**src/design/pfrf_ram.sv**
```systemverilog
module pfrf_ram #(
  parameter int unsigned DATA_W = 8,
  parameter int unsigned DEPTH  = 512
) (
  input  logic                     clk_i,
  input  logic                     we_i,
  input  logic [$clog2(DEPTH)-1:0] waddr_i,
  input  logic [DATA_W-1:0]        wdata_i,
  input  logic [$clog2(DEPTH)-1:0] raddr_i,
  output logic [DATA_W-1:0]        rdata_o
);

  logic [DATA_W-1:0] mem_q [DEPTH];

  // One write port and one registered read port.
  always_ff @(posedge clk_i) begin
    if (we_i) begin
      mem_q[waddr_i] <= wdata_i;
    end
    rdata_o <= mem_q[raddr_i];
  end

endmodule
```
**config.mk**
```make
export PLATFORM = sky130hd
export DESIGN_NAME = pfrf_ram
export DESIGN_NICKNAME = d
export VERILOG_FILES = /design/src/design/pfrf_ram.sv
export SDC_FILE = /design/constraint.sdc
export NUM_CORES = 2
export LEC_CHECK = 0
export ABC_AREA = 1
export BUFFER_PORTS_ARGS = -buffer_cell sky130_fd_sc_hd__buf_2
export CAP_MARGIN = 20
export CORE_ASPECT_RATIO = 1.75
export CORE_MARGIN = 2
export CORE_UTILIZATION = 40
export CTS_CLUSTER_SIZE = 16
export DETAILED_ROUTE_END_ITERATION = 8
export SETUP_SLACK_MARGIN = 0.3
export SYNTH_ARGS = -nofsm -noshare
export SYNTH_HDL_FRONTEND = slang
export SYNTH_SLANG_ARGS = --single-unit
```
**constraint.sdc**
```tcl
create_clock -name clk_i -period 2.2 [get_ports clk_i]
set_input_delay 0.33 -clock clk_i [delete_from_list [all_inputs] [get_ports clk_i]]
set_output_delay 0.33 -clock clk_i [all_outputs]
set_load 0.1 [all_outputs]
```
==> qor.yml <==
clocking:
  cts-buffers-inserted: 347
  cts_buffer_depth: 4
  clk_latency_ps: 1000
  h-tree-depth: 5
  cts_tree: "built"
  clk_pin_slew_ps: 70
  clock-sinks: 4104
  root_buffer: "clkbuf_16"
finish:
  syn_to_final_growth_pct: 18.0
  drive_gt1_share_pct: 14.5
  nNetsFinal: 14800
  final_cell_mix: "4145 x nand2_1, 4096 x edfxtp_1, 3943 x nand3_1"
  layout_commonest_cell: "nand2_1"
timing:
  relSlewSlack_pct: 54.7
  slew_violations: 0
  finalHoldViolCount: 0
  finalSetupViolations: 0
  setup_tns_ps: 0
  period_minus_slack_ps: 2010
  setup_slack_ps: 192
  rsz0062_at_grt: "true"
  max_freq_ghz: 0.498
  min_period_over_period_pct: 91.3
  worstMarginPinSlew_ps: 680
  skew_ps: 43.1
global_routing:
  grt_pass1_vias: 109000
  antenna_found_initial: 15
  grt_pass1_wl_um: 737000
  grt.total_usage_pct: 23.5
  grt_max_degree: 101
  overflow: 0
route:
  wl_per_cell_um: 24.7
  drtPass1Iterations: 6
  ant_nets: 0
  first_iter_violations: 10100
  vias: 112000
  routed_wirelength_um: 510000
  via_per_inst: 5.43
  drc: 0
setup_path:
  crit_cells: 1
  critical_path_buf_inv_count: 1
  critPathLaunchType: "flip-flop"
  critPathTopFamily: "flip-flops"
  crit_type: "flip-flop to primary output"
  cp_data_required_time_ps: 1870
  r2r_cells: 11
  critPathMaxStageDelay_ps: 460
  end_kind: "primary output"
  path_max_fanout: 1
  path_cells: "buf_12"
  worst_ep_arrival_time_ps: 1680
  crit_slowest_cell: "dfxtp_4"
die:
  dieWidth_um: 492
  initial_core_util_pct: 40.2
  chipHeight_um: 858
  io_pins: 36
  die_area_sq_um: 422000
  row_count: 313
  core-area_sq_um: 415000
placed_design:
  gp_congestion: 0.922
  dpl.hpwl_um: 331000
  pre_cts_ws_ps: -1020
  io_buffers: 35
yosys:
  postSynthNetCount: 13900
  synth_area_sq_um: 167000
  syn-instance-count: 13900
  synth_cell_type_count: 16
  synth_seq_cells: 4104
  synth-seq-area-share_pct: 73.9
  avgSynthCellArea_sq_um: 12.0
  yosys_warnings: 0
power_and_ir_drop:
  leakagePower_nw: 70.3
  vdd_drop_max_mv: 0.681
  power-per-cell-area_nw_per_um2: 812
hold_path:
  hp-class: "primary input to flip-flop"
  hold_depth: 5
job:
  drv_cap: 0
outcome:
  status: "completed"
-- kinds of logic (layout without fill, tap and decap cells) --
logic type,after synthesis,count (layout),synth area share (%)
buffers and inverters,1022,2221,3.33
DFF,4104,4104,73.9
and+or+nand+nor,8765,8765,22.8
other,0,8,0
-- cell usage after synthesis, drive strengths merged --
| cell type | n | area share, % |
|---|---|---|
| edfxtp | 4096 | 74 |
| nand2 | 4160 | 9.4 |
| inv | 39 | 0.091 |
| nand3 | 4080 | 12 |
| dfxtp | 8 | 0.096 |
| clkbuf | 184 | 0.41 |
| nor3 | 11 | 0.033 |
| buf | 799 | 2.8 |
| nor2 | 514 | 1.2 |
-- final timing paths --
| path | start | slack (ps) | endpoint |
|---|---|---|---|
| worst max-delay path | rdata_o[2]$_DFF_P_ | 190 | rdata_o[2] |
| worst min-delay path | waddr_i[7] | 40 | mem_q[91][2]$_DFFE_PP_ |
| worst max register to register | mem_q[346][2]$_DFFE_PP_ | 260 | rdata_o[2]$_DFF_P_ |
| worst min register to register | mem_q[402][1]$_DFFE_PP_ | 1050 | rdata_o[1]$_DFF_P_ |
-- cell type report --
| class | instances | area, sq um |
|---|---|---|
| fill | 36600 | 218000 |
| sequential | 4104 | 123000 |
| multi-input combinational | 8765 | 38900 |
| timing repair buffer | 1560 | 16500 |
| clock buffer | 432 | 9280 |
| tap | 5512 | 6900 |
| clock inverter | 189 | 1670 |
| inverter | 39 | 201 |
| antenna | 8 | 20.0 |
| timing repair inverter | 1 | 8.76 |
-- what timing repair did --
| action | CTS | global route |
|---|---|---|
| cloned | 5 | 1 |
| endpoints found under the hold margin | 695 | 0 |
| gates resized for setup | 143 | 76 |
| setup endpoints to repair | 16 | 16 |
| hold buffers | 9 | 0 |
| buffers inserted | 4 | 0 |
| pin swaps | 1 | 2 |
-- sequential cells by signal, summed over array words and instances, names as in the netlist --
name	count
mem_q	4096
rdata_o	8
-- per-layer routing --
metal	part of all wire (%)	track usage, %	vias up
li1	-	-	51200
met1	36	27.1	55400
met2	52	42.1	4230
met3	6.0	2.83	1157
met4	6.3	13.6	4
met5	0.0053	0	-
-- report_power, final --
part / internal [mW] / switching, mW / total (mW)
clock network: 33.3 / 28.1 / 61.4
registers: 86.0 / 0.116 / 86.1
logic: 3.78 / 8.48 / 12.3
total: 123 / 36.7 / 160
-- through the flow --
step | utilization, % | area [sq um] | power, mW | hold slack, ps | instances
after detailed placement | 44.4 | 184000 | 99.7 | 643 | 20000
after global placement | 44.4 | 184000 | 99.6 | 639 | 20000
after floorplan | - | 167000 | 93.3 | 429 | 13900
after CTS | 47.3 | 196000 | 160 | 10.0 | 20600
after global routing | 47.4 | 197000 | 164 | 78.4 | 20600
final | 47.4 | 197000 | 160 | 44.5 | 20600
No activity file was read; power rests on OpenSTA's default activity.
